--- config.mk ---
export PLATFORM = sky130hd
export DESIGN_NAME = pixel_blend_unit
export DESIGN_NICKNAME = d
export VERILOG_FILES = /design/src/sv/pbu_pkg.sv /design/src/sv/pbu_product.sv /design/src/sv/pbu_divide.sv /design/src/sv/pbu_select.sv /design/src/sv/pixel_blend_unit.sv
export SDC_FILE = /design/constraint.sdc
export NUM_CORES = 2
export LEC_CHECK = 0
export BUFFER_PORTS_ARGS = -buffer_cell sky130_fd_sc_hd__buf_2
export CORE_MARGIN = 8
export CORE_UTILIZATION = 45
export DETAILED_ROUTE_END_ITERATION = 8
export GPL_ROUTABILITY_DRIVEN = 0
export PLACE_DENSITY = 0.7
export SYNTH_ARGS = -nofsm -noshare
export SYNTH_HDL_FRONTEND = slang
export SYNTH_SLANG_ARGS = --single-unit
--- constraint.sdc ---
create_clock -name clk -period 25.6 [get_ports clk]
set_input_delay 3.84 -clock clk [delete_from_list [all_inputs] [get_ports clk]]
set_output_delay 3.84 -clock clk [all_outputs]
set_load 0.01 [all_outputs]
--- src/sv/pbu_pkg.sv ---
package pbu_pkg;

  // blend mode codes as held in the mode register
  typedef enum logic [1:0] {
    MODE_MULTIPLY = 2'd0,
    MODE_SCREEN   = 2'd1,
    MODE_MIX      = 2'd2,
    MODE_PASS     = 2'd3
  } mode_t;

  localparam int unsigned CHANNELS  = 4;
  localparam int unsigned CH_ALPHA  = 3;
  localparam logic [7:0]  CH_MAX    = 8'hFF;

  // rounded divide by 255: (x + 127) * 32897 >> 23, exact for x + 127 < 65536
  localparam logic [16:0] DIV_ROUND    = 17'd127;
  localparam logic [16:0] DIV255_RECIP = 17'd32897;
  localparam int unsigned DIV255_SHIFT = 23;

  // luma weights and divide by 1000 as 268436 >> 28, exact below 2^18
  localparam logic [17:0] LUMA_R       = 18'd299;
  localparam logic [17:0] LUMA_G       = 18'd587;
  localparam logic [17:0] LUMA_B       = 18'd114;
  localparam logic [17:0] LUMA_ROUND   = 18'd500;
  localparam logic [18:0] LUMA_RECIP   = 19'd268436;
  localparam int unsigned LUMA_SHIFT   = 28;

  // one pixel request as it arrives
  typedef struct packed {
    logic [7:0]            blend_alpha;
    logic [3:0][7:0]       over;
    logic [3:0][7:0]       base;
  } pix_t;

  // after the product stage
  typedef struct packed {
    mode_t                 mode;
    logic [3:0][7:0]       base;
    logic [3:0][15:0]      prod;
    logic [17:0]           luma_sum;
    logic [9:0]            delta;
  } prod_t;

  // after the divide stage
  typedef struct packed {
    mode_t                 mode;
    logic [3:0][7:0]       base;
    logic [3:0][7:0]       quot;
    logic [7:0]            gray;
    logic [9:0]            delta;
  } quot_t;

  // final result
  typedef struct packed {
    logic [9:0]            delta;
    logic [7:0]            gray;
    logic [3:0][7:0]       chan;
  } result_t;

  function automatic logic [15:0] mul8(input logic [7:0] x, input logic [7:0] y);
    mul8 = {8'd0, x} * {8'd0, y};
  endfunction

  function automatic logic [7:0] absdiff8(input logic [7:0] x, input logic [7:0] y);
    absdiff8 = (x > y) ? (x - y) : (y - x);
  endfunction

endpackage

--- src/sv/pbu_product.sv ---
module pbu_product (
  input  logic               clk,
  input  logic               rst,
  input  pbu_pkg::mode_t     mode,
  input  logic               in_valid,
  output logic               in_ready,
  input  pbu_pkg::pix_t      in_data,
  output logic               out_valid,
  input  logic               out_ready,
  output pbu_pkg::prod_t     out_data
);

  pbu_pkg::prod_t stage_next;
  logic           valid;

  // per channel product, luma sum and channel differences
  always_comb begin
    stage_next      = '0;
    stage_next.mode = mode;
    stage_next.base = in_data.base;
    for (int c = 0; c < pbu_pkg::CHANNELS; c++) begin
      case (mode)
        pbu_pkg::MODE_MULTIPLY: begin
          stage_next.prod[c] = pbu_pkg::mul8(in_data.base[c], in_data.over[c]);
        end
        pbu_pkg::MODE_SCREEN: begin
          stage_next.prod[c] = pbu_pkg::mul8(pbu_pkg::CH_MAX - in_data.base[c],
                                             in_data.over[c]);
        end
        pbu_pkg::MODE_MIX: begin
          stage_next.prod[c] =
            pbu_pkg::mul8(in_data.base[c], pbu_pkg::CH_MAX - in_data.blend_alpha) +
            pbu_pkg::mul8(in_data.over[c], in_data.blend_alpha);
        end
        default: begin
          stage_next.prod[c] = '0;
        end
      endcase
    end
    stage_next.luma_sum = pbu_pkg::LUMA_R * {10'd0, in_data.base[0]} +
                          pbu_pkg::LUMA_G * {10'd0, in_data.base[1]} +
                          pbu_pkg::LUMA_B * {10'd0, in_data.base[2]} +
                          pbu_pkg::LUMA_ROUND;
    stage_next.delta = {2'd0, pbu_pkg::absdiff8(in_data.base[0], in_data.over[0])} +
                       {2'd0, pbu_pkg::absdiff8(in_data.base[1], in_data.over[1])} +
                       {2'd0, pbu_pkg::absdiff8(in_data.base[2], in_data.over[2])};
  end

  assign in_ready  = !valid || out_ready;
  assign out_valid = valid;

  // stage valid
  always_ff @(posedge clk) begin
    if (rst) begin
      valid <= 1'b0;
    end else if (in_ready) begin
      valid <= in_valid;
    end
  end

  // stage payload
  always_ff @(posedge clk) begin
    if (in_ready && in_valid) begin
      out_data <= stage_next;
    end
  end

endmodule

--- src/sv/pbu_divide.sv ---
module pbu_divide (
  input  logic               clk,
  input  logic               rst,
  input  logic               in_valid,
  output logic               in_ready,
  input  pbu_pkg::prod_t     in_data,
  output logic               out_valid,
  input  logic               out_ready,
  output pbu_pkg::quot_t     out_data
);

  pbu_pkg::quot_t stage_next;
  logic [33:0]    chan_full [pbu_pkg::CHANNELS];
  logic [36:0]    luma_full;
  logic           valid;

  // rounded divide by 255 per channel and divide by 1000 for luma
  always_comb begin
    stage_next       = '0;
    stage_next.mode  = in_data.mode;
    stage_next.base  = in_data.base;
    stage_next.delta = in_data.delta;
    for (int c = 0; c < pbu_pkg::CHANNELS; c++) begin
      chan_full[c] = {17'd0, {1'b0, in_data.prod[c]} + pbu_pkg::DIV_ROUND} *
                     {17'd0, pbu_pkg::DIV255_RECIP};
      stage_next.quot[c] = chan_full[c][pbu_pkg::DIV255_SHIFT +: 8];
    end
    luma_full       = {19'd0, in_data.luma_sum} * {18'd0, pbu_pkg::LUMA_RECIP};
    stage_next.gray = luma_full[pbu_pkg::LUMA_SHIFT +: 8];
  end

  assign in_ready  = !valid || out_ready;
  assign out_valid = valid;

  // stage valid
  always_ff @(posedge clk) begin
    if (rst) begin
      valid <= 1'b0;
    end else if (in_ready) begin
      valid <= in_valid;
    end
  end

  // stage payload
  always_ff @(posedge clk) begin
    if (in_ready && in_valid) begin
      out_data <= stage_next;
    end
  end

endmodule

--- src/sv/pbu_select.sv ---
module pbu_select (
  input  logic               clk,
  input  logic               rst,
  input  logic               in_valid,
  output logic               in_ready,
  input  pbu_pkg::quot_t     in_data,
  output logic               out_valid,
  input  logic               out_ready,
  output pbu_pkg::result_t   out_data
);

  pbu_pkg::result_t stage_next;
  logic             valid;

  // pick the channel result for the mode
  always_comb begin
    stage_next       = '0;
    stage_next.gray  = in_data.gray;
    stage_next.delta = in_data.delta;
    for (int c = 0; c < pbu_pkg::CHANNELS; c++) begin
      case (in_data.mode)
        pbu_pkg::MODE_MULTIPLY: begin
          stage_next.chan[c] = in_data.quot[c];
        end
        pbu_pkg::MODE_SCREEN: begin
          stage_next.chan[c] = in_data.base[c] + in_data.quot[c];
        end
        pbu_pkg::MODE_MIX: begin
          stage_next.chan[c] = (c == pbu_pkg::CH_ALPHA) ? in_data.base[c]
                                                        : in_data.quot[c];
        end
        default: begin
          stage_next.chan[c] = in_data.base[c];
        end
      endcase
    end
  end

  assign in_ready  = !valid || out_ready;
  assign out_valid = valid;

  // output valid
  always_ff @(posedge clk) begin
    if (rst) begin
      valid <= 1'b0;
    end else if (in_ready) begin
      valid <= in_valid;
    end
  end

  // output payload
  always_ff @(posedge clk) begin
    if (in_ready && in_valid) begin
      out_data <= stage_next;
    end
  end

endmodule

--- src/sv/pixel_blend_unit.sv ---
// Pixel compositor taking one request per clock: a base RGBA pixel, an overlay
// RGBA pixel and a blend alpha. blend_mode selects multiply, screen or alpha
// blend (mode 3 passes the base pixel through); every result also carries the
// rounded BT.601 gray level of the base and the sum of absolute RGB differences.
// The product, divide and select stages each register their result, and a
// new request is taken every cycle while s_axis_tready is high; each stage has
// its own valid bit, so the input keeps flowing into empty stages while a
// result waits on m_axis_tready. blend_mode is sampled as a request enters
// and should only be written while the pipeline is empty.
module pixel_blend_unit (
  input  logic        clk,
  input  logic        rst,
  input  logic        cfg_write,
  input  logic [1:0]  cfg_data,
  input  logic        s_axis_tvalid,
  output logic        s_axis_tready,
  // base_red, base_green, base_blue, base_alpha, over_red, over_green,
  // over_blue, over_alpha, blend_alpha
  input  logic [71:0] s_axis_tdata,
  output logic        m_axis_tvalid,
  input  logic        m_axis_tready,
  // out_red, out_green, out_blue, out_alpha, gray_level, delta_sum, zero pad
  output logic [55:0] m_axis_tdata
);

  pbu_pkg::mode_t   blend_mode;
  pbu_pkg::pix_t    pix;
  pbu_pkg::prod_t   prod_data;
  pbu_pkg::quot_t   quot_data;
  pbu_pkg::result_t result;
  logic             prod_valid;
  logic             prod_ready;
  logic             quot_valid;
  logic             quot_ready;

  // mode register
  always_ff @(posedge clk) begin
    if (rst) begin
      blend_mode <= pbu_pkg::MODE_MULTIPLY;
    end else if (cfg_write) begin
      blend_mode <= pbu_pkg::mode_t'(cfg_data);
    end
  end

  // unpack the request
  assign pix.base        = s_axis_tdata[31:0];
  assign pix.over        = s_axis_tdata[63:32];
  assign pix.blend_alpha = s_axis_tdata[71:64];

  pbu_product u_product (
    .clk       (clk),
    .rst       (rst),
    .mode      (blend_mode),
    .in_valid  (s_axis_tvalid),
    .in_ready  (s_axis_tready),
    .in_data   (pix),
    .out_valid (prod_valid),
    .out_ready (prod_ready),
    .out_data  (prod_data)
  );

  pbu_divide u_divide (
    .clk       (clk),
    .rst       (rst),
    .in_valid  (prod_valid),
    .in_ready  (prod_ready),
    .in_data   (prod_data),
    .out_valid (quot_valid),
    .out_ready (quot_ready),
    .out_data  (quot_data)
  );

  pbu_select u_select (
    .clk       (clk),
    .rst       (rst),
    .in_valid  (quot_valid),
    .in_ready  (quot_ready),
    .in_data   (quot_data),
    .out_valid (m_axis_tvalid),
    .out_ready (m_axis_tready),
    .out_data  (result)
  );

  // pack the result
  assign m_axis_tdata = {6'd0, result.delta, result.gray, result.chan};

  // multiply never brightens the red or green channel
  assert property (@(posedge clk) disable iff (rst)
    quot_valid && quot_data.mode == pbu_pkg::MODE_MULTIPLY
      |-> quot_data.quot[0] <= quot_data.base[0] && quot_data.quot[1] <= quot_data.base[1])
    else $error("multiply quotient exceeds base channel");

  // screen never carries out of eight bits on the red or alpha channel
  assert property (@(posedge clk) disable iff (rst)
    quot_valid && quot_data.mode == pbu_pkg::MODE_SCREEN
      |-> ({1'b0, quot_data.base[0]} + {1'b0, quot_data.quot[0]}) <= 9'd255 &&
          ({1'b0, quot_data.base[3]} + {1'b0, quot_data.quot[3]}) <= 9'd255)
    else $error("screen result overflows");

  // difference sum stays within three full-scale channels
  assert property (@(posedge clk) disable iff (rst)
    m_axis_tvalid |-> m_axis_tdata[49:40] <= 10'd765)
    else $error("delta sum out of range");

endmodule

==> results.toml <==
[pwr]
p_seq_share_pct = 9.7
switching_share_pct = 51.14
finalPower_w = 0.008753
p_int_w = 0.004277
p_switching_w = 0.004477
combPwrFrac_pct = 84.5
p_leak_nw = 32.61
powerDensity_mw_per_mm2 = 136.9
ir_worst_vdd_v = 0.0002325
p_clk_share_pct = 5.8

[global_route]
grt_max_degree = 67
grt_pass1_vias = 47220
track_usage_pct = 21.23
antenna_found_initial = 13
overflow = 0
grt_pass1_wl_um = 250700

[floorplanning]
start_util_pct = 45.28
die_x_um = 382.2
die-area_mm2 = 0.1461
core_mm2 = 0.1333
num_rows = 134
die_h_um = 382.2
ios = 137

[timing]
final_max_slew_viol_count = 0
min_period_ns = 10.12
relSlewSlack_pct = 25.58
fin_crit_sh_pct = 39.51
setup_tns_ns = 0
setup_viol = 0
tightest_slew_ns = 1.116
fin_skew_ns = 0.05153
fmax_ghz = 0.09886
rsz0062_at_grt = "false"
hold_viol_final = 0

[yosys]
syn_inst = 6487
synth_area_mm2 = 0.06035
synth_common_cells = "inv_1 (1309), ha_1 (1202), fa_1 (804)"
yosys.area.top_type = "fa_1"
synth_seq_cells = 265
ys.flop_type = "edfxtp_1"
synth.avg_cell_area_um2 = 9.303
synth.distinct_cells = 78
yosysMostFrequentCell = "inv_1"
synth_edf_count = 260
yosys_warnings = 0
async_reset_ff_share_pct = 0
synth.area.top_cells = "fa_1 (27%), ha_1 (25%), edfxtp_1 (13%)"
synth_seq_area_share_pct = 13.10
yosysTopAreaCellShare_pct = 26.67

[cells_and_area]
final_area_mm2 = 0.06392
drive_above_1_share_pct = 4.364
finalNetCount = 8569
postLayoutCoreUtil_pct = 47.96
syn2layout_area_growth_pct = 5.921
final_cells = 8281

[worst_setup_path]
path_class = "primary input to flip-flop"
cp.arrival_ns = 10.42
crit_top_cell = "fa_1"
crit_chain = "buf_2 -> inv_1 -> fa_1 -> inv_1 -> fa_1 -> ha_1 -> ha_1 -> nor2b_1 -> o21ai_0 -> a21boi_0 -> nor2_1 -> fa_1 -> inv_1 -> fa_1 -> fa_1 -> inv_1 -> ha_1 -> and2_1 -> a31oi_1 -> o21ai_0 -> o21ai_0 -> o2111ai_1 -> a21oi_1 -> xnor2_1"
cp_data_required_time_ns = 25.90
max_stage_delay_ns = 0.64
critical_path.slowest_cell = "fa_1"
setup.worst_path.start_class = "primary input"
crit_fanout = 17
endpoint_kind = "flip-flop"

[clocking]
cts_buffer_depth = 3
cts_root_buf = "clkbuf_16"
clock_latency_ns = 0.60
cts.sinks = 265
cts_buffers = 34
post_cts_buffers = 0
cts_hold_buf = 0
htree_num_levels = 2
clk_pin_slew_worst_paths_ns = 0.06
cts_tree = "built"
post_cts_resized = 0

[drt]
route.detailed.drc = 0
viasPerCell = 5.371
dr.pass1.iters = 5
wl_per_cell_um = 18.68
drt-total-wl_um = 154700
drtAntennaViolNets = 0
drt-initial-drc-count = 2907
num_vias = 44480

[placed_design]
io_buffer_count = 130
dp_cells = 8216
placed_area_mm2 = 0.06277
dp_hpwl_um = 120500

[worst_hold_path]
hold_class = "flip-flop to flip-flop"

[run_status]
outcome = "completed"

[flow_run]
max-cap-violations = 0
==> path summary, 6_finish.rpt <==
check | cells after the start | slack [ns] | start | to
setup / recovery | 24 | 15.48 | s_axis_tdata[18] | u_product.out_data[27]
setup reg to reg | 19 | 19.40 | u_product.out_data[79] | u_divide.out_data[48]
hold reg to reg | 0 | 0.42 | u_product.out_data[124] | u_divide.out_data[82]
hold / removal | 0 | 0.42 | u_product.out_data[124] | u_divide.out_data[82]
==> flip-flops by register name (all words and copies together), names as in the netlist <==
name	cells
u_divide.out_data	84
u_product.out_data	126
u_select.out_valid	1
u_product.out_valid	1
u_select.out_data	50
u_divide.out_valid	1
blend_mode	2
==> final cells by class <==
cell class | instances | area [um2]
Clock inverter | 21 | 270.3
Antenna cell | 5 | 12.51
Inverter | 1318 | 4947
Tap cell | 1768 | 2212
Sequential cell | 265 | 7913
Fill cell | 12370 | 69370
Clock buffer | 39 | 869.6
Multi-Input combinational cell | 4692 | 46720
Timing Repair Buffer | 173 | 973.4
==> metal layers <==
layer	GRT usage, %	up-vias	share of wire (%)
li1	-	20740	-
met1	28.30	22030	43
met2	35.68	1422	46
met3	3.457	281	7.7
met4	6.039	2	3.0
met5	0	-	0.0084
==> critical path, delay by kind of cell <==
kind                       cells  cell delay (ns)
buffers and inverters          5             1.05
and+or+nand+nor                3             0.52
xor gates and xnor gates       1             0.09
AOI/OAI and AO/OA              7             1.37
adders and majority gates      8             3.54
==> cell families (layout without fill, tap and decap cells) <==
logic type      count (synthesis)  after routing  synth area share [%]
xor+xnor                      290            290                 4.209
simple gates                 1598           1598                 12.69
flops                         265            265                 13.10
buf+inv                      1539           1551                 9.610
fa+ha+maj                    2006           2006                 51.59
compound gates                711            711                 7.487
mux                            77             77                 1.306
other cells                     1             15              0.006214
==> power groups by stage <==
stage	clock (W)	sequential (W)	combinational (W)
2_1_floorplan	0	0.000805	0.00566
5_1_grt	0.000534	0.000859	0.00853
6_report	0.000506	0.000848	0.00740
3_3_place_gp	0	0.000851	0.00709
3_5_place_dp	0	0.000855	0.00731
4_1_cts	0.000521	0.000846	0.00740
==> metrics by stage <==
step	worst slack, ns	hold WS [ns]
after detailed placement	14.92	0.4045
after floorplan	14.69	0.4003
final	15.48	0.4180
after CTS	15.56	0.4172
after global routing	15.25	0.4242
after global placement	15.06	0.4008
==> layout by cell type, fill, tap and decap left out, drive strengths merged, types with 7 or more instances in the layout <==
master | synthesis | routed
a2111oi | 7 | 7
a211o | 11 | 11
a211oi | 29 | 29
a21boi | 10 | 10
a21o | 63 | 63
a21oi | 234 | 234
a31oi | 22 | 22
and2 | 227 | 227
and3 | 17 | 17
buf | 29 | 173
clkbuf | 192 | 39
clkinv | 9 | 19
conb | 1 | 10
edfxtp | 260 | 260
fa | 804 | 804
ha | 1202 | 1202
inv | 1309 | 1313
mux2 | 14 | 14
mux2i | 63 | 63
nand2 | 412 | 412
nand2b | 157 | 157
nand3 | 55 | 55
nand4 | 25 | 25
nor2 | 482 | 482
nor2b | 93 | 93
nor3 | 67 | 67
o211ai | 16 | 16
o21a | 37 | 37
o21ai | 135 | 135
o21bai | 38 | 38
o22ai | 30 | 30
o311ai | 7 | 7
o31ai | 12 | 12
o41ai | 9 | 9
or2 | 19 | 19
or3 | 20 | 20
xnor2 | 197 | 197
xor2 | 93 | 93
(Power assumes the default switching activity.)
